[src/rtl/core/iotws_pkg.sv]
// Package for the I/O trace write-size statistics block.
// Holds sizes, character codes, status codes and the line record type.
// Used by every module in rtl/core; depends on nothing.
package iotws_pkg;

    // Sizing of the block
    localparam int SIZE_BITS  = 24;
    localparam int COUNT_BITS = 32;
    localparam int FRAC_BITS  = 16;

    // Fixed widths of the running sums
    localparam int SUM_BITS = 56;
    localparam int SQ_BITS  = 64;

    // Result field widths
    localparam int RATIO_BITS = 17;
    localparam int STAT_BITS  = 31;
    localparam int OUT_COUNT_BITS = 32;
    localparam logic [STAT_BITS-1:0] OUT_CAP = STAT_BITS'(1 << 30);

    // Character codes
    localparam logic [7:0] CHAR_NEWLINE = 8'h0a;
    localparam logic [7:0] CHAR_ZERO    = 8'h30;
    localparam logic [7:0] CHAR_NINE    = 8'h39;
    localparam logic [7:0] SEP_RESET    = 8'h2c;

    // Field bookkeeping
    localparam logic [2:0] FIELD_LAST  = 3'd7;
    localparam logic [2:0] TYPE_FIELD  = 3'd3;
    localparam logic [2:0] SIZE_FIELD  = 3'd5;
    localparam logic [2:0] READ_LEN    = 3'd4;
    localparam logic [2:0] WRITE_LEN   = 3'd5;
    localparam logic [2:0] TYPE_CHARS_MAX = 3'd7;

    // Status codes
    localparam logic [1:0] STATUS_OK        = 2'd0;
    localparam logic [1:0] STATUS_NO_WRITES = 2'd1;
    localparam logic [1:0] STATUS_SATURATED = 2'd2;

    // Line queue between front and back
    localparam int FIFO_DEPTH    = 4;
    localparam int FIFO_PTR_BITS = $clog2(FIFO_DEPTH);

    // Wide arithmetic: shifts that scale the mean and variance to Q format
    localparam int MSH  = (FRAC_BITS >= 10) ? FRAC_BITS - 10 : 0;
    localparam int MDSH = (FRAC_BITS >= 10) ? 0 : 10 - FRAC_BITS;
    localparam int NSH  = (2 * FRAC_BITS >= 20) ? 2 * FRAC_BITS - 20 : 0;
    localparam int DSH  = (2 * FRAC_BITS >= 20) ? 0 : 20 - 2 * FRAC_BITS;

    // Products up to 2*S^2*W, plus headroom
    localparam int PROD_BITS  = 2 * SUM_BITS + COUNT_BITS + 2;
    localparam int MUL_Y_BITS = SQ_BITS;
    localparam int DIVN_BITS  = PROD_BITS + NSH;
    localparam int DIVD_BITS  = 3 * COUNT_BITS + DSH;
    localparam int DIV_CNT_BITS = $clog2(DIVN_BITS);

    // Square root unit
    localparam int SQRT_IN_BITS  = 62;
    localparam int SQRT_OUT_BITS = 31;
    localparam int SQRT_REM_BITS = 34;
    localparam logic [4:0] SQRT_LAST_STEP = 5'(SQRT_OUT_BITS - 1);

    // One closed line, or the end-of-trace marker
    typedef struct packed {
        logic                 last;
        logic                 close;
        logic                 is_read;
        logic                 is_write;
        logic                 sat;
        logic [SIZE_BITS-1:0] size;
    } rec_t;

    // Expected letter of "Read" at a position
    function automatic logic [7:0] read_letter(input logic [1:0] pos);
        logic [7:0] ch;
        unique case (pos)
            2'd0: ch = 8'h52;
            2'd1: ch = 8'h65;
            2'd2: ch = 8'h61;
            2'd3: ch = 8'h64;
            default: ch = 8'h00;
        endcase
        return ch;
    endfunction

    // Expected letter of "Write" at a position
    function automatic logic [7:0] write_letter(input logic [2:0] pos);
        logic [7:0] ch;
        unique case (pos)
            3'd0: ch = 8'h57;
            3'd1: ch = 8'h72;
            3'd2: ch = 8'h69;
            3'd3: ch = 8'h74;
            3'd4: ch = 8'h65;
            default: ch = 8'h00;
        endcase
        return ch;
    endfunction

endpackage

[src/rtl/core/iotws_fifo.sv]
// Short line-record queue between the parser front end and the back end.
// Depends on iotws_pkg for rec_t and the queue depth.
module iotws_fifo import iotws_pkg::*; (
    input  logic clk,
    input  logic rst_n,
    input  logic push,
    input  rec_t push_rec,
    output logic full,
    input  logic pop,
    output rec_t pop_rec,
    output logic empty
);

    rec_t                   mem [FIFO_DEPTH];
    logic [FIFO_PTR_BITS-1:0] wr_ptr_reg, rd_ptr_reg;
    logic [FIFO_PTR_BITS:0]   count_reg;
    logic                     do_push, do_pop;

    assign full    = (count_reg == (FIFO_PTR_BITS+1)'(FIFO_DEPTH));
    assign empty   = (count_reg == '0);
    assign do_push = push && !full;
    assign do_pop  = pop && !empty;
    assign pop_rec = mem[rd_ptr_reg];

    // Advance pointers and count
    always_ff @(posedge clk or negedge rst_n)
    begin
        if (!rst_n)
        begin
            wr_ptr_reg <= '0;
            rd_ptr_reg <= '0;
            count_reg  <= '0;
        end
        else
        begin
            if (do_push)
                wr_ptr_reg <= wr_ptr_reg + 1'b1;
            if (do_pop)
                rd_ptr_reg <= rd_ptr_reg + 1'b1;
            if (do_push && !do_pop)
                count_reg <= count_reg + 1'b1;
            else if (do_pop && !do_push)
                count_reg <= count_reg - 1'b1;
        end
    end

    // Store records
    always_ff @(posedge clk)
    begin
        if (do_push)
            mem[wr_ptr_reg] <= push_rec;
    end

endmodule

[config.mk]
export PLATFORM = sky130hd
export DESIGN_NAME = iotws_fifo
export DESIGN_NICKNAME = d
export VERILOG_FILES = /design/src/rtl/core/iotws_pkg.sv /design/src/rtl/core/iotws_fifo.sv
export SDC_FILE = /design/constraint.sdc
export NUM_CORES = 1
export LEC_CHECK = 0
export BUFFER_PORTS_ARGS = -buffer_cell sky130_fd_sc_hd__buf_2
export CAP_MARGIN = 20
export CORE_ASPECT_RATIO = 1.5
export CORE_MARGIN = 4
export CORE_UTILIZATION = 55
export DETAILED_ROUTE_END_ITERATION = 10
export PLACE_DENSITY = 0.84
export SYNTH_ARGS = -nofsm -noshare
export SYNTH_HDL_FRONTEND = slang
export SYNTH_SLANG_ARGS = --single-unit
[constraint.sdc]
create_clock -name clk -period 2.7 [get_ports clk]
set_input_delay 0.135 -clock clk [delete_from_list [all_inputs] [get_ports clk]]
set_output_delay 0.135 -clock clk [all_outputs]
set_load 0.02 [all_outputs]
==> results.env <==
POST_DRT_VIA_CELL_RATIO=5.43
INITIALDRTVIOLATIONCOUNT=151
HOLD-PATH-CELL-COUNT=3
DETAILED_PLACE_HPWL_UM=5170
GRT_OVERFLOW=0
FIN_SKEW_NS=0.0101
CTS.CLK_SLEW.WORST_PATHS_NS=0.05
WORST_SLEW_MARGIN_REL_PCT=61.1
SYN2LAYOUT_AREA_GROWTH_PCT=29.4
SYNTH.CELL_AREA_UM2=4610
FINAL_NET_COUNT=341
SETUP.REG_TO_REG.WORST_SLACK_NS=0.49
CP_DATA_ARRIVAL_TIME_NS=2.50
PATH_COMMON_CELL='xor2_1'
REG_TO_REG_START='count_reg[2]'
FINAL_LAYOUT_SIZE_SUFFIX_GT1_SHARE_PCT=43.5
CELL_INTERNAL_POWER_DISSIPATION_mW=4.89
SLOWEST_STAGE='fa_1'
CRITICAL_PATH_RT_NS=2.99
VDD_IR_DROP_MAX_V=0.000952
CHIPHEIGHT_UM=120
TIGHTEST_SLEW_NS=0.584
HOLD_PATH_CLASS='primary input to register'
GRT_FIRST_PASS_WIRELENGTH_UM=13900
SYNTH.TOP_CELLS.BY_COUNT='edfxtp_1 (116), mux4_2 (29), dfrtp_1 (7), ha_1 (5)'
SYNTH_AREA_PER_CELL_UM2=24.6
PLACED_CELLS=358
GRT_MAX_DEGREE=30
DRV_SLEW=0
HOLD_WS_NS=0.0253
CTS_MAX_LEVEL=4
VIAS_IN_THE_FIRST_GLOBAL_ROUTE=2497
SHARE_OF_YOSYS_CELL_AREA_CLAIMED_BY_THE_TOP_AREA_CELL_TYPE_PCT=75.6
DESIGN.CORE.AREA_UM2=8110
SYNTH.YOSYS.WARNINGS=0
YOSYS_MOST_USED_DFF='edfxtp_1'
SEQ_POWER_SHARE_PCT=38.6
DRV_CAP=0
ROUTE.FINAL.WIRE_LENGTH_UM=8970
SWITCHING_POWER_AS_A_SHARE_OF_TOTAL_POWER_PCT=29.8
DIE_W_UM=82.7
CRITICAL_PATH.REG2REG.ENDPOINT='count_reg[2]'
HOLD_VIOL=0
SETUP_WS_NS=0.486
TRACK_USAGE_PCT=20.5
SYNTH_ENABLE_FLOP_CELLS=116
GP_CONGESTION=0.796
CELL_AT_THE_ROOT_OF_THE_CLOCK_TREE='clkbuf_16'
SYNTH_CELL_TYPE_COUNT=20
CTS_MADE_BUFFERS=17
CLK_PATH_BUF_DEPTH=2
SYNTH_ASYNC_RESET_RATIO_PCT=5.69
LARGEST_REGISTER_FF_COUNT=116
POWER.STATIC_LEAKAGE_nW=2.17
PLACEMENT.IO_BUFFERS=63
SYNTH_CELLS=187
PRE_CTS_WS_NS=0.516
ANTENNA_CELLS_INSERTED=0
ROUTE.ANTENNA.REMAINING_NETS=0
TNS_NS=0
GRT_ANTENNA_BEFORE_REPAIR=0
CLK-INSERTION-DELAY-LATE_NS=0.40
CRITPATHCAPTURETYPE='register'
CTS_TREE='done'
RESULT_OF_THE_RUN='finished clean'
SETUP.WORST_PATH.CLASS='register to register'
ROWS=40
POWERDENSITY_nW_PER_UM2=1170
MAX_CLOCK_FREQ_MHz=452
KIND_OF_LAUNCH_POINT_OF_THE_WORST_SETUP_PATH='register'
DRT_DRC_VIOLATIONS_LEFT=0
POST-ROUTE-PERIOD-UTIL_PCT=82.0
FIRSTDRTPASSITERS=4
UNREPAIRED_SETUP_ENDPOINTS_AFTER_GLOBAL_ROUTING='no'
MIN_DELAY_WORST_ENDPOINT='rd_ptr_reg[1]'
INITIAL_CORE_UTIL_PCT=56.8
CRIT_CHAIN='nor3b_2 > nor2b_1 > ha_1 > inv_1 > fa_1 > xor2_1 > nor2_1 > xor2_1'
NUMCLOCKSINKS=123
CRITPATHMAXFANOUT=7
FIN_CRIT_NS=2.21
YS_FF_LATCH=123
TOTALPOWERFINAL_mW=6.96
CTSRESIZECOUNT=0
DIEAREA_UM2=9940
PART_OF_THE_TOTAL_POWER_DISSIPATED_IN_COMBINATIONAL_LOGIC_PCT=29.9
POST-SYNTH-TOP-COUNT-CELL='edfxtp_1'
SYNTH_TOP_CELLS_BY_AREA='edfxtp_1 (76%), mux4_2 (14%), dfrtp_1 (3.8%), ha_1 (1.4%), buf_6 (0.98%)'
CLOCK_NETWORK_FRACTION_OF_DESIGN_POWER_PCT=31.4
SYNTH_SEQ_AREA_SHARE_PCT=79.4
WORST_PATH_LARGEST_CELL_DELAY_NS=0.40
WORST_R2R_PATH_DEPTH=8
TIMING.HOLD.WORST.START='pop'
POWER.NET_SWITCHING_mW=2.07
SETUP_VIOL_COUNT_FINAL=0
NUM_IO_PINS=64
AVGROUTEDWIREPERCELL_UM=21.4
YOSYSTOPAREACELL='edfxtp_1'
DETAILROUTE.VIA_COUNT=2281
POSTSYNTHNETCOUNT=226
FINAL_CELLS=420
-- how the worst max path moves through the flow --
stage          cells past startpoint  slack (ns)          from      endpoint
3_3_place_gp                       8        0.62  count_reg[2]  count_reg[2]
3_5_place_dp                       8        0.52  count_reg[2]  count_reg[2]
5_1_grt                            8        0.39  count_reg[2]  count_reg[2]
2_1_floorplan                      7        0.61  count_reg[0]  count_reg[1]
4_1_cts                            8        0.49  count_reg[2]  count_reg[2]
6_report                           8        0.49  count_reg[2]  count_reg[2]
-- cell families (layout without fill, tap and decap cells) --
logic type | Yosys count | count (layout) | share of synthesized area (%)
buffers and inverters | 11 | 139 | 1.57
flip-flops | 123 | 123 | 79.4
multiplexers | 31 | 31 | 14.7
XOR/XNOR | 6 | 6 | 1.14
AND/OR/NAND/NOR | 10 | 10 | 1.36
adder cells (fa/ha/maj) | 6 | 6 | 1.79
-- placed cells by master (no fill, tap or decap), types with 2 or more instances in the layout --
cell type,count
edfxtp_1,116
buf_2,63
dlygate4sd3_1,30
mux4_2,29
clkbuf_16,17
buf_4,10
dfrtp_1,6
ha_1,5
clkbuf_1,5
inv_1,4
and2_2,4
xnor2_1,4
clkbuf_8,4
xor2_1,2
bufinv_16,2
clkinv_2,2
-- critical path, delay by kind of cell, from the launching register on --
| kind | cells | cell delay [ns] |
|---|---|---|
| simple gates | 3 | 0.62 |
| xor+xnor | 2 | 0.33 |
| flops | 1 | 0.39 |
| buf+inv | 1 | 0.07 |
| fa+ha+maj | 2 | 0.69 |
-- metrics by stage --
step                      utilization (%)  instance area [um2]
after floorplan                         -                 4610
after global placement               62.6                 5080
after detailed placement             62.6                 5080
after CTS                            73.6                 5960
after global routing                 73.6                 5960
final                                73.6                 5960
-- power by group through the flow --
stage	Combinational, mW	Clock [mW]	Sequential (mW)
2_1_floorplan	1.48	0	2.67
3_3_place_gp	2.03	0	2.69
3_5_place_dp	2.06	0	2.72
4_1_cts	2.12	2.20	2.69
5_1_grt	2.24	2.30	2.72
6_report	2.08	2.19	2.69
-- repair_timing --
item                      CTS  global route
buffers inserted            0             0
hold endpoints to repair  123             0
hold buffers               30             0
-- routing by layer --
metal	global-route usage, %	up-vias	wire length [um]
met4	9.41	0	226
met1	24.6	1177	3370
met2	32.7	82	4890
met3	7.36	18	480
met5	0	-	0
li1	-	1004	-
-- cell type report --
| class | instances | area [um2] |
|---|---|---|
| tap | 105 | 131 |
| fill | 465 | 2140 |
| timing repair buffer | 103 | 691 |
| clock inverter | 6 | 86.3 |
| inverter | 4 | 15.0 |
| sequential | 123 | 3660 |
| multi-input combinational | 53 | 882 |
| clock buffer | 26 | 499 |
(Power assumes the default switching activity.)
