**src/rtl/core/iotws_pkg.sv**
```systemverilog
// Package for the I/O trace write-size statistics block.
// Holds sizes, character codes, status codes and the line record type.
// Used by every module in rtl/core; depends on nothing.
package iotws_pkg;

    // Sizing of the block
    localparam int SIZE_BITS  = 24;
    localparam int COUNT_BITS = 32;
    localparam int FRAC_BITS  = 16;

    // Fixed widths of the running sums
    localparam int SUM_BITS = 56;
    localparam int SQ_BITS  = 64;

    // Result field widths
    localparam int RATIO_BITS = 17;
    localparam int STAT_BITS  = 31;
    localparam int OUT_COUNT_BITS = 32;
    localparam logic [STAT_BITS-1:0] OUT_CAP = STAT_BITS'(1 << 30);

    // Character codes
    localparam logic [7:0] CHAR_NEWLINE = 8'h0a;
    localparam logic [7:0] CHAR_ZERO    = 8'h30;
    localparam logic [7:0] CHAR_NINE    = 8'h39;
    localparam logic [7:0] SEP_RESET    = 8'h2c;

    // Field bookkeeping
    localparam logic [2:0] FIELD_LAST  = 3'd7;
    localparam logic [2:0] TYPE_FIELD  = 3'd3;
    localparam logic [2:0] SIZE_FIELD  = 3'd5;
    localparam logic [2:0] READ_LEN    = 3'd4;
    localparam logic [2:0] WRITE_LEN   = 3'd5;
    localparam logic [2:0] TYPE_CHARS_MAX = 3'd7;

    // Status codes
    localparam logic [1:0] STATUS_OK        = 2'd0;
    localparam logic [1:0] STATUS_NO_WRITES = 2'd1;
    localparam logic [1:0] STATUS_SATURATED = 2'd2;

    // Line queue between front and back
    localparam int FIFO_DEPTH    = 4;
    localparam int FIFO_PTR_BITS = $clog2(FIFO_DEPTH);

    // Wide arithmetic: shifts that scale the mean and variance to Q format
    localparam int MSH  = (FRAC_BITS >= 10) ? FRAC_BITS - 10 : 0;
    localparam int MDSH = (FRAC_BITS >= 10) ? 0 : 10 - FRAC_BITS;
    localparam int NSH  = (2 * FRAC_BITS >= 20) ? 2 * FRAC_BITS - 20 : 0;
    localparam int DSH  = (2 * FRAC_BITS >= 20) ? 0 : 20 - 2 * FRAC_BITS;

    // Products up to 2*S^2*W, plus headroom
    localparam int PROD_BITS  = 2 * SUM_BITS + COUNT_BITS + 2;
    localparam int MUL_Y_BITS = SQ_BITS;
    localparam int DIVN_BITS  = PROD_BITS + NSH;
    localparam int DIVD_BITS  = 3 * COUNT_BITS + DSH;
    localparam int DIV_CNT_BITS = $clog2(DIVN_BITS);

    // Square root unit
    localparam int SQRT_IN_BITS  = 62;
    localparam int SQRT_OUT_BITS = 31;
    localparam int SQRT_REM_BITS = 34;
    localparam logic [4:0] SQRT_LAST_STEP = 5'(SQRT_OUT_BITS - 1);

    // One closed line, or the end-of-trace marker
    typedef struct packed {
        logic                 last;
        logic                 close;
        logic                 is_read;
        logic                 is_write;
        logic                 sat;
        logic [SIZE_BITS-1:0] size;
    } rec_t;

    // Expected letter of "Read" at a position
    function automatic logic [7:0] read_letter(input logic [1:0] pos);
        logic [7:0] ch;
        unique case (pos)
            2'd0: ch = 8'h52;
            2'd1: ch = 8'h65;
            2'd2: ch = 8'h61;
            2'd3: ch = 8'h64;
            default: ch = 8'h00;
        endcase
        return ch;
    endfunction

    // Expected letter of "Write" at a position
    function automatic logic [7:0] write_letter(input logic [2:0] pos);
        logic [7:0] ch;
        unique case (pos)
            3'd0: ch = 8'h57;
            3'd1: ch = 8'h72;
            3'd2: ch = 8'h69;
            3'd3: ch = 8'h74;
            3'd4: ch = 8'h65;
            default: ch = 8'h00;
        endcase
        return ch;
    endfunction

endpackage

```
**src/rtl/core/iotws_front.sv**
```systemverilog
// Front end: parses trace characters into closed-line records.
// Holds the separator register; depends on iotws_pkg.
module iotws_front import iotws_pkg::*; (
    input  logic       clk,
    input  logic       rst_n,
    input  logic       push,
    output logic       full,
    input  logic       cmd,
    input  logic [7:0] char_byte,
    input  logic       cfg_we,
    input  logic [7:0] cfg_wdata,
    input  logic       q_full,
    output logic       q_push,
    output rec_t       q_rec
);

    logic [7:0]           sep_reg;
    logic [2:0]           field_reg, field_next;
    logic [2:0]           tc_reg, tc_next;
    logic                 cbr_reg, cbr_next;
    logic                 cbw_reg, cbw_next;
    logic [SIZE_BITS-1:0] acc_reg, acc_next;
    logic                 open_reg, open_next;
    logic                 lsat_reg, lsat_next;

    logic                   accept, is_nl, spoil;
    logic [SIZE_BITS+3:0]   acc_wide;
    logic [7:0]             digit;

    assign full   = q_full;
    assign accept = push && !q_full;
    assign is_nl  = (char_byte == CHAR_NEWLINE);
    assign spoil  = !cmd && is_nl && (field_reg == TYPE_FIELD);
    assign digit  = char_byte - CHAR_ZERO;
    assign acc_wide = ((SIZE_BITS+4)'(acc_reg) << 3) + ((SIZE_BITS+4)'(acc_reg) << 1)
                      + (SIZE_BITS+4)'(digit[3:0]);

    // Classify the character and build the line record
    always_comb
    begin
        field_next = field_reg;
        tc_next    = tc_reg;
        cbr_next   = cbr_reg;
        cbw_next   = cbw_reg;
        acc_next   = acc_reg;
        open_next  = open_reg;
        lsat_next  = lsat_reg;
        q_push     = 1'b0;

        q_rec.last     = cmd;
        q_rec.close    = cmd ? open_reg : 1'b1;
        q_rec.is_read  = cbr_reg && !spoil && (tc_reg == READ_LEN);
        q_rec.is_write = cbw_reg && !spoil && (tc_reg == WRITE_LEN);
        q_rec.sat      = lsat_reg;
        q_rec.size     = acc_reg;

        if (accept)
        begin
            if (cmd || is_nl)
            begin
                // close the line and clear line state
                q_push     = 1'b1;
                field_next = '0;
                tc_next    = '0;
                cbr_next   = 1'b1;
                cbw_next   = 1'b1;
                acc_next   = '0;
                open_next  = 1'b0;
                lsat_next  = 1'b0;
            end
            else
            begin
                open_next = 1'b1;
                priority if (char_byte == sep_reg)
                begin
                    if (field_reg != FIELD_LAST)
                        field_next = field_reg + 1'b1;
                end
                else if (field_reg == TYPE_FIELD)
                begin
                    if (tc_reg >= READ_LEN || char_byte != read_letter(tc_reg[1:0]))
                        cbr_next = 1'b0;
                    if (tc_reg >= WRITE_LEN || char_byte != write_letter(tc_reg))
                        cbw_next = 1'b0;
                    if (tc_reg != TYPE_CHARS_MAX)
                        tc_next = tc_reg + 1'b1;
                end
                else if (field_reg == SIZE_FIELD && char_byte >= CHAR_ZERO
                         && char_byte <= CHAR_NINE)
                begin
                    // accumulate a decimal digit, hold at full scale
                    if (|acc_wide[SIZE_BITS+3:SIZE_BITS])
                    begin
                        acc_next  = '1;
                        lsat_next = 1'b1;
                    end
                    else
                        acc_next = acc_wide[SIZE_BITS-1:0];
                end
            end
        end
    end

    // Line state and separator
    always_ff @(posedge clk or negedge rst_n)
    begin
        if (!rst_n)
        begin
            sep_reg   <= SEP_RESET;
            field_reg <= '0;
            tc_reg    <= '0;
            cbr_reg   <= 1'b1;
            cbw_reg   <= 1'b1;
            acc_reg   <= '0;
            open_reg  <= 1'b0;
            lsat_reg  <= 1'b0;
        end
        else
        begin
            if (cfg_we)
                sep_reg <= cfg_wdata;
            field_reg <= field_next;
            tc_reg    <= tc_next;
            cbr_reg   <= cbr_next;
            cbw_reg   <= cbw_next;
            acc_reg   <= acc_next;
            open_reg  <= open_next;
            lsat_reg  <= lsat_next;
        end
    end

endmodule

```
**config.mk**
```make
export PLATFORM = sky130hd
export DESIGN_NAME = iotws_front
export DESIGN_NICKNAME = d
export VERILOG_FILES = /design/src/rtl/core/iotws_pkg.sv /design/src/rtl/core/iotws_front.sv
export SDC_FILE = /design/constraint.sdc
export NUM_CORES = 1
export LEC_CHECK = 0
export BUFFER_PORTS_ARGS = -buffer_cell sky130_fd_sc_hd__buf_2
export CORE_MARGIN = 4
export CORE_UTILIZATION = 25
export CTS_CLUSTER_DIAMETER = 150
export DETAILED_ROUTE_END_ITERATION = 10
export HOLD_SLACK_MARGIN = 0.15
export PLACE_DENSITY = 0.42
export SKIP_CTS_REPAIR_TIMING = 1
export SYNTH_ARGS = -nofsm -noshare
export SYNTH_HDL_FRONTEND = slang
export SYNTH_SLANG_ARGS = --single-unit
export TNS_END_PERCENT = 30
```
**constraint.sdc**
```tcl
create_clock -name clk -period 6.3 [get_ports clk]
set_clock_uncertainty 0.1 [all_clocks]
set_input_delay 0.63 -clock clk [delete_from_list [all_inputs] [get_ports clk]]
set_output_delay 0.63 -clock clk [all_outputs]
set_load 0.02 [all_outputs]
```
==> results_tabular.tex, run 1 <==
\begin{tabular}{lr}
\hline
Metric & Value \\
\hline
\multicolumn{2}{l}{\textbf{Worst setup path}} \\
Arrival time of the worst setup path & 3.98 ns \\
Crit path launch type & input pin \\
Startpoint of the most critical setup path & char\_byte[3] \\
Buf+Inv Stages, Crit Path & 2 \\
Terminus of the critical flop-to-flop path & acc\_reg[4]\$\_DFFE\_PN0P\_ \\
R2R Setup Slk & 2.43 ns \\
Number of cells on the critical path & 12 \\
Launching point of the worst reg2reg path & acc\_reg[0]\$\_DFFE\_PN0P\_ \\
Largest fanout on the critical path & 21 \\
Cell count of the worst reg-to-reg path & 11 \\
Kind of end point of the critical path & register \\
Critical path capture point & acc\_reg[4]\$\_DFFE\_PN0P\_ \\
Largest incremental delay on the critical path & 0.73 ns \\
Sequence of cells on the critical path & buf\_2 > fa\_1 > inv\_1 > fa\_1 > nor2b\_1 > o31a\_1 > o31a\_1 > a2bb2oi\_2 > o21a\_1 > or4\_4 > nor3\_1 > o21ai\_0 \\
Worst-path cell with the longest stage delay & or4\_4 \\
Family of cells with the greatest summed delay on the critical path & simple AND/OR/NAND/NOR gates \\
Required time at the endpoint of the critical path & 6.34 ns \\
Path type of the worst setup path & input pin to register \\
\multicolumn{2}{l}{\textbf{Cells and area}} \\
Number of fillers in the final layout & 1795 \\
Multi-input gate area in the final layout & 2868 µm² \\
Total Nets Final & 591 \\
Layout-stage area growth over the synthesis result & 14.85\% \\
Summed area of non-filler cells in the final layout & 4722 µm² \\
FF/Latch Area & 1057 µm² \\
Fraction of layout instances using a drive strength above 1 & 21.14\% \\
Largest register FFs & 24 \\
Cell Count, Final, Fillers Out & 727 \\
Number of inserted diodes & 0 \\
\multicolumn{2}{l}{\textbf{GRT}} \\
Global-route total usage across every layer & 12.80\% \\
Largest net degree at the start of global routing & 43 \\
Total congestion overflow after global routing & 0 \\
Number of global-route vias before repair & 3661 \\
Initial antenna violation count & 0 \\
Global-route wire length before repair & 18930 µm \\
\multicolumn{2}{l}{\textbf{Yosys}} \\
Area contributors post-synth & dfrtp\_1 (23\%), ha\_1 (17\%), nand2\_1 (5.2\%) \\
Area of the mapped netlist & 4111 µm² \\
Number of unique standard cell types used by synthesis & 60 \\
List of most frequent post-synthesis cells & ha\_1 (57), nand2\_1 (57), dfrtp\_1 (37), a21oi\_1 (27), o21ai\_0 (25) \\
Net count after synthesis & 553 \\
Cells after synthesis & 472 \\
Average instance area after synthesis & 8.711 µm² \\
Yosys synthesis warning count & 0 \\
Fraction of synthesized cell area taken by the top area cell type & 22.52\% \\
Number of enable-type register cells in the synthesized netlist & 0 \\
Share of synthesized registers carrying an async set or reset & 100.0\% \\
Sequential area share after synthesis & 25.72\% \\
Primary flip-flop cell chosen by synthesis mapping & dfrtp\_1 \\
Synth area leader & dfrtp\_1 \\
Synthesis-stage register bit count & 42 \\
\multicolumn{2}{l}{\textbf{STA}} \\
Maximum operating frequency & 253.4 MHz \\
Final Slew Violations & 0 \\
Worst-margin pin slew & 1.102 ns \\
Endpoints failing hold & 0 \\
Final total negative setup slack & 0 ns \\
Post-route fraction of the period consumed by the critical path & 62.65\% \\
Relative slew slack & 26.48\% \\
Final-report setup violation count & 0 \\
Shortest clock period the worst path allows after layout & 3.947 ns \\
RSZ-0062 raised after global routing & false \\
\multicolumn{2}{l}{\textbf{Floorplan}} \\
Placeable core region & 16000 µm² \\
Width of the die & 136.2 µm \\
Die area & 18560 µm² \\
Starting density of the core & 25.70\% \\
Number of primary I/O pins & 53 \\
Core Rows & 46 \\
Die span in y & 136.2 µm \\
\multicolumn{2}{l}{\textbf{Clock network}} \\
Worst-path clk slew & 0.07 ns \\
Deepest clock path buffer count & 2 \\
CTS Sinks & 42 \\
Number of clock buffers inserted by TritonCTS & 5 \\
Clock network latency to the later pin of the worst-skew pair & 0.30 ns \\
Clock root buffer & clkbuf\_16 \\
CTS tree & yes \\
H-tree depth & 2 \\
\multicolumn{2}{l}{\textbf{Power and ir drop}} \\
Pwr dens & 372.6 nW/µm² \\
Leakage component of the power & 2.226 nW \\
Peak supply drop & 0.1914 mV \\
\multicolumn{2}{l}{\textbf{Routing}} \\
Wire length reported by the detailed router & 11270 µm \\
Routed wirelength normalized by instance count & 15.50 µm \\
Number of iterations in the first detailed-routing pass & 6 \\
Vias per cell & 4.919 \\
Detailed router's first-iteration violation count & 203 \\
Number of nets with antenna violations after routing & 0 \\
Total number of vias & 3576 \\
Remaining routing DRC violations & 0 \\
\multicolumn{2}{l}{\textbf{Status}} \\
Outcome & complete, no violations \\
\multicolumn{2}{l}{\textbf{Place}} \\
Placed Area & 4523 µm² \\
\# placed instances & 719 \\
Final Wtd Congestion & 0.8258 \\
Detailed placement HPWL & 8837 µm \\
Number of buffer cells added on primary ports & 52 \\
\multicolumn{2}{l}{\textbf{Worst hold path}} \\
Hold/Removal Path Class & register to register \\
Instance count along the most critical hold path & 2 \\
\multicolumn{2}{l}{\textbf{Flow run}} \\
Max-Cap Viols & 0 \\
\hline
\end{tabular}
==> how the worst min path moves through the flow <==
stage / from / end / slack (ns)
global route: cbw_reg$_DFFE_PN1P_ / cbw_reg$_DFFE_PN1P_ / 0.41
detailed placement: open_reg$_DFFE_PN0P_ / open_reg$_DFFE_PN0P_ / 0.37
global placement: open_reg$_DFFE_PN0P_ / open_reg$_DFFE_PN0P_ / 0.36
floorplan: rst_n / acc_reg[0]$_DFFE_PN0P_ / 0.23
CTS: cbr_reg$_DFFE_PN1P_ / cbr_reg$_DFFE_PN1P_ / 0.39
finish: open_reg$_DFFE_PN0P_ / open_reg$_DFFE_PN0P_ / 0.38
==> power breakdown <==
group	internal, mW	leakage (nW)	switching (mW)
sequential	0.323	0.536	0.0673
clock	0.238	0.0971	0.117
combinational	0.402	1.59	0.611
total	0.964	2.23	0.796
==> layout by cell type, fill, tap and decap left out, drive strengths merged, types with 4 or more instances in the layout <==
master and count:
o21a 6, o31a 4, nand2 59, dfstp 5, o21ai 43, nand2b 7
a21oi 28, xor2 15, dfrtp 37, nor3 26, a211oi 6, and3 6
inv 16, nand3 11, nor2b 6, o211ai 6, clkbuf 6, a31oi 10
nor4 4, nor2 23, xnor2 14, a21o 8, mux2 8, buf 53
ha 57
==> through the flow <==
step	hold slack [ns]	util [%]	worst slack, ns	power, mW
global placement	0.3594	28.27	2.065	1.420
CTS	0.3866	29.51	2.336	1.791
finish	0.3808	29.51	2.353	1.760
global route	0.4125	29.51	2.126	1.910
floorplan	0.2344	-	2.648	1.193
detailed placement	0.3706	28.27	2.025	1.424
==> cell families (layout without fill, tap and decap cells) <==
| group | count (synthesis) | after routing | share of synthesized area (%) |
|---|---|---|---|
| adders and majority gates | 59 | 59 | 18.32 |
| muxes | 9 | 9 | 2.435 |
| and+or+nand+nor | 162 | 162 | 21.52 |
| DFF | 42 | 42 | 25.72 |
| buffers and inverters | 38 | 77 | 4.686 |
| xor gates and xnor gates | 29 | 29 | 6.178 |
| AOI/OAI and AO/OA | 133 | 133 | 21.15 |
==> layer usage <==
layer | GRT usage (%) | share of wire (%) | vias to the layer above | wire length [µm]
li1 | - | - | 1793 | -
met1 | 16.77 | 49 | 1720 | 5487
met2 | 21.35 | 47 | 55 | 5262
met3 | 2.258 | 3.5 | 8 | 389
met4 | 4.087 | 1.2 | 0 | 132
met5 | 0 | 0 | - | 0
==> worst min-delay path: cells and delay by family, from the launching register on <==
| family | cells | cell delay (ns) |
|---|---|---|
| flops | 1 | 0.34 |
| compound gates | 1 | 0.06 |
| simple gates | 1 | 0.05 |
==> layout make-up <==
type,count,share of cell area [%]
clock inverter,2,1.272
clock buffer,6,2.941
inverter,16,1.272
tap,216,5.723
timing repair buffer,53,5.670
sequential,42,22.39
multi-input combinational,392,60.73
No activity file was read; power rests on OpenSTA's default activity.
==> run 2, diff against run 1 <==
==> constraint.sdc (replaced) <==
create_clock -name clk -period 3.65 [get_ports clk]
set_clock_uncertainty 0.1 [all_clocks]
set_input_delay 0.365 -clock clk [delete_from_list [all_inputs] [get_ports clk]]
set_output_delay 0.365 -clock clk [all_outputs]
set_load 0.02 [all_outputs]
==> results_tabular.tex, run 2 (synthesized netlist as in run 1, its figures left out) <==
\begin{tabular}{lr}
\hline
Metric & Value \\
\hline
\multicolumn{2}{l}{\textbf{Worst hold path}} \\
Hold/Removal Path Class & input pin to async pin \\
\multicolumn{2}{l}{\textbf{Place}} \\
Detailed placement HPWL & 9434 µm (+6.8\%) \\
Placed Area & 4751 µm² (+5.0\%) \\
Number of buffer cells added on primary ports & 52 (unchanged) \\
Final Wtd Congestion & 0.7915 (-4.2\%) \\
Placement-stage worst setup slack & -0.04759 ns (-2.073 ns) \\
\multicolumn{2}{l}{\textbf{Routing}} \\
Number of iterations in the first detailed-routing pass & 4 (-2) \\
Routed wirelength normalized by instance count & 15.53 µm (+0.15\%) \\
Total number of vias & 3686 (+3.1\%) \\
Detailed router's first-iteration violation count & 166 (-18\%) \\
Wire length reported by the detailed router & 11720 µm (+4.0\%) \\
Vias per cell & 4.882 (-0.75\%) \\
Number of nets with antenna violations after routing & 0 (unchanged) \\
Remaining routing DRC violations & 0 (unchanged) \\
\multicolumn{2}{l}{\textbf{Clock network}} \\
Deepest clock path buffer count & 2 (unchanged) \\
Worst-path clk slew & 0.06 ns (about the same) \\
Number of clock buffers inserted by TritonCTS & 5 (unchanged) \\
CTS Sinks & 42 (unchanged) \\
Clock network latency to the later pin of the worst-skew pair & 0.29 ns (about the same) \\
Clock root buffer & clkbuf\_16 \\
H-tree depth & 2 (unchanged) \\
CTS tree & yes \\
\multicolumn{2}{l}{\textbf{Worst setup path}} \\
Kind of end point of the critical path & register \\
Path type of the worst setup path & register to register \\
Arrival time of the worst setup path & 3.56 ns (-0.42 ns) \\
Worst-path cell with the longest stage delay & or4\_4 \\
Sequence of cells on the critical path & ha\_1 > ha\_1 > a21oi\_2 > o21ai\_0 > a221o\_1 > a311oi\_2 > a211oi\_1 > or4\_4 > buf\_12 > nor3\_1 > o21ai\_0 \\
Cell count of the worst reg-to-reg path & 11 (unchanged) \\
Largest incremental delay on the critical path & 0.58 ns (-0.15 ns) \\
Crit path launch type & register \\
Required time at the endpoint of the critical path & 3.71 ns (-2.63 ns) \\
Largest fanout on the critical path & 11 (-48\%) \\
\multicolumn{2}{l}{\textbf{Floorplan}} \\
Width of the die & 136.2 µm (unchanged) \\
Starting density of the core & 25.70\% (unchanged) \\
Die span in y & 136.2 µm (unchanged) \\
Core Rows & 46 (unchanged) \\
Placeable core region & 16000 µm² (unchanged) \\
Number of primary I/O pins & 53 (unchanged) \\
Die area & 18560 µm² (unchanged) \\
\multicolumn{2}{l}{\textbf{Power and ir drop}} \\
Clock Power Share & 14.8\% (-5.4 points) \\
Power share of the sequential group & 21.3\% (-0.9 points) \\
Fraction of power spent switching nets & 45.47\% (+0.25 points) \\
Switching power summed over all nets & 1.411 mW (+77\%) \\
Pwr dens & 629.4 nW/µm² (+69\%) \\
Combinational share of power & 63.9\% (+6.3 points) \\
Internal portion of total power & 1.692 mW (+75\%) \\
Total power of the final layout & 3.102 mW (+76\%) \\
Leakage component of the power & 2.348 nW (+5.5\%) \\
Peak supply drop & 0.1987 mV (+3.8\%) \\
\multicolumn{2}{l}{\textbf{STA}} \\
Post-route fraction of the period consumed by the critical path & 95.90\% \\
Worst-margin pin slew & 1.057 ns (-0.04493 ns) \\
Final worst setup slack & 0.1498 ns (-2.203 ns) \\
Final Slew Violations & 0 (unchanged) \\
Final total negative setup slack & 0 ns (unchanged) \\
Final-report setup violation count & 0 (unchanged) \\
Relative slew slack & 29.56\% (+3.1 points) \\
Endpoints failing hold & 0 (unchanged) \\
Maximum operating frequency & 285.7 MHz \\
RSZ-0062 raised after global routing & false \\
Shortest clock period the worst path allows after layout & 3.500 ns \\
\multicolumn{2}{l}{\textbf{GRT}} \\
Number of global-route vias before repair & 3727 (+1.8\%) \\
Total congestion overflow after global routing & 0 (unchanged) \\
Global-route wire length before repair & 19600 µm (+3.5\%) \\
Largest net degree at the start of global routing & 43 (unchanged) \\
Global-route total usage across every layer & 13.14\% (+0.34 points) \\
Initial antenna violation count & 0 (unchanged) \\
\multicolumn{2}{l}{\textbf{Cells and area}} \\
Leading cell types in the layout, fill and taps excluded & nand2\_1 (57), ha\_1 (57), buf\_2 (52), dfrtp\_1 (36), buf\_4 (26) \\
Fraction of layout instances using a drive strength above 1 & 25.97\% (+4.8 points) \\
Layout-stage area growth over the synthesis result & 19.87\% \\
Total Nets Final & 619 (+4.7\%) \\
Number of inserted diodes & 0 (unchanged) \\
Summed area of non-filler cells in the final layout & 4928 µm² (+4.4\%) \\
Utilization after layout & 30.80\% (+1.3 points) \\
Largest register FFs & 24 (unchanged) \\
\multicolumn{2}{l}{\textbf{Status}} \\
Outcome & complete, no violations \\
\multicolumn{2}{l}{\textbf{Flow run}} \\
Max-Cap Viols & 0 (unchanged) \\
\hline
\end{tabular}
==> run 2: changes by cell type in the layout (fill, tap and decap cells not counted), sizes merged <==
| cell | before | now |
|---|---|---|
| clkbuf | 6 | 8 |
| buf | 53 | 81 |
| bufinv | 2 | 0 |
==> run 2: path summary, 6_finish.rpt <==
| kind | from | end | slack, ns |
|---|---|---|---|
| max | acc_reg[17]$_DFFE_PN0P_ | acc_reg[4]$_DFFE_PN0P_ | 0.15 |
| min | rst_n | acc_reg[10]$_DFFE_PN0P_ | 0.17 |
| max reg2reg | acc_reg[17]$_DFFE_PN0P_ | acc_reg[4]$_DFFE_PN0P_ | 0.15 |
| min reg2reg | cbr_reg$_DFFE_PN1P_ | cbr_reg$_DFFE_PN1P_ | 0.38 |
| max in group asynchronous | rst_n | acc_reg[0]$_DFFE_PN0P_ | 2.55 |
| min in group clk | cfg_wdata[6] | sep_reg[6]$_DFFE_PN0P_ | 0.20 |
==> run 2: worst max-delay path, delay by kind of cell (launching register included) <==
family	cells	cell delay [ns]
fa+ha+maj	2	0.69
flops	1	0.44
simple gates	2	0.75
buf+inv	1	0.18
compound gates	6	1.21
==> run 2: final cells by class <==
type / instances / area, µm²
timing repair buffer: 81 / 506.7
tap: 216 / 270.3
inverter: 16 / 60.06
multi-input combinational: 392 / 2887
sequential: 42 / 1059
fill: 1761 / 11070
clock buffer: 8 / 146.4
==> run 2: layer usage <==
| layer | GRT usage, % | vias to the layer above | routed length [µm] |
|---|---|---|---|
| met5 | 0 | - | 0 |
| met4 | 2.744 | 0 | 136 |
| met3 | 2.184 | 9 | 415 |
| met2 | 21.79 | 58 | 5469 |
| met1 | 17.99 | 1766 | 5703 |
| li1 | - | 1853 | - |
==> run 2: power groups by stage <==
stage	combinational (mW)	clock [mW]	sequential (mW)
floorplan	1.32	0	0.741
global route	2.22	0.502	0.677
detailed placement	1.97	0	0.676
finish	1.98	0.459	0.662
global placement	1.97	0	0.677
CTS	1.98	0.473	0.669
==> run 2: stage by stage <==
stage / hold WS [ns] / cells
finish: 0.1666 / 755
global route: 0.1974 / 755
CTS: 0.1966 / 754
detailed placement: 0.3709 / 746
global placement: 0.3592 / 746
floorplan: -0.03059 / 472
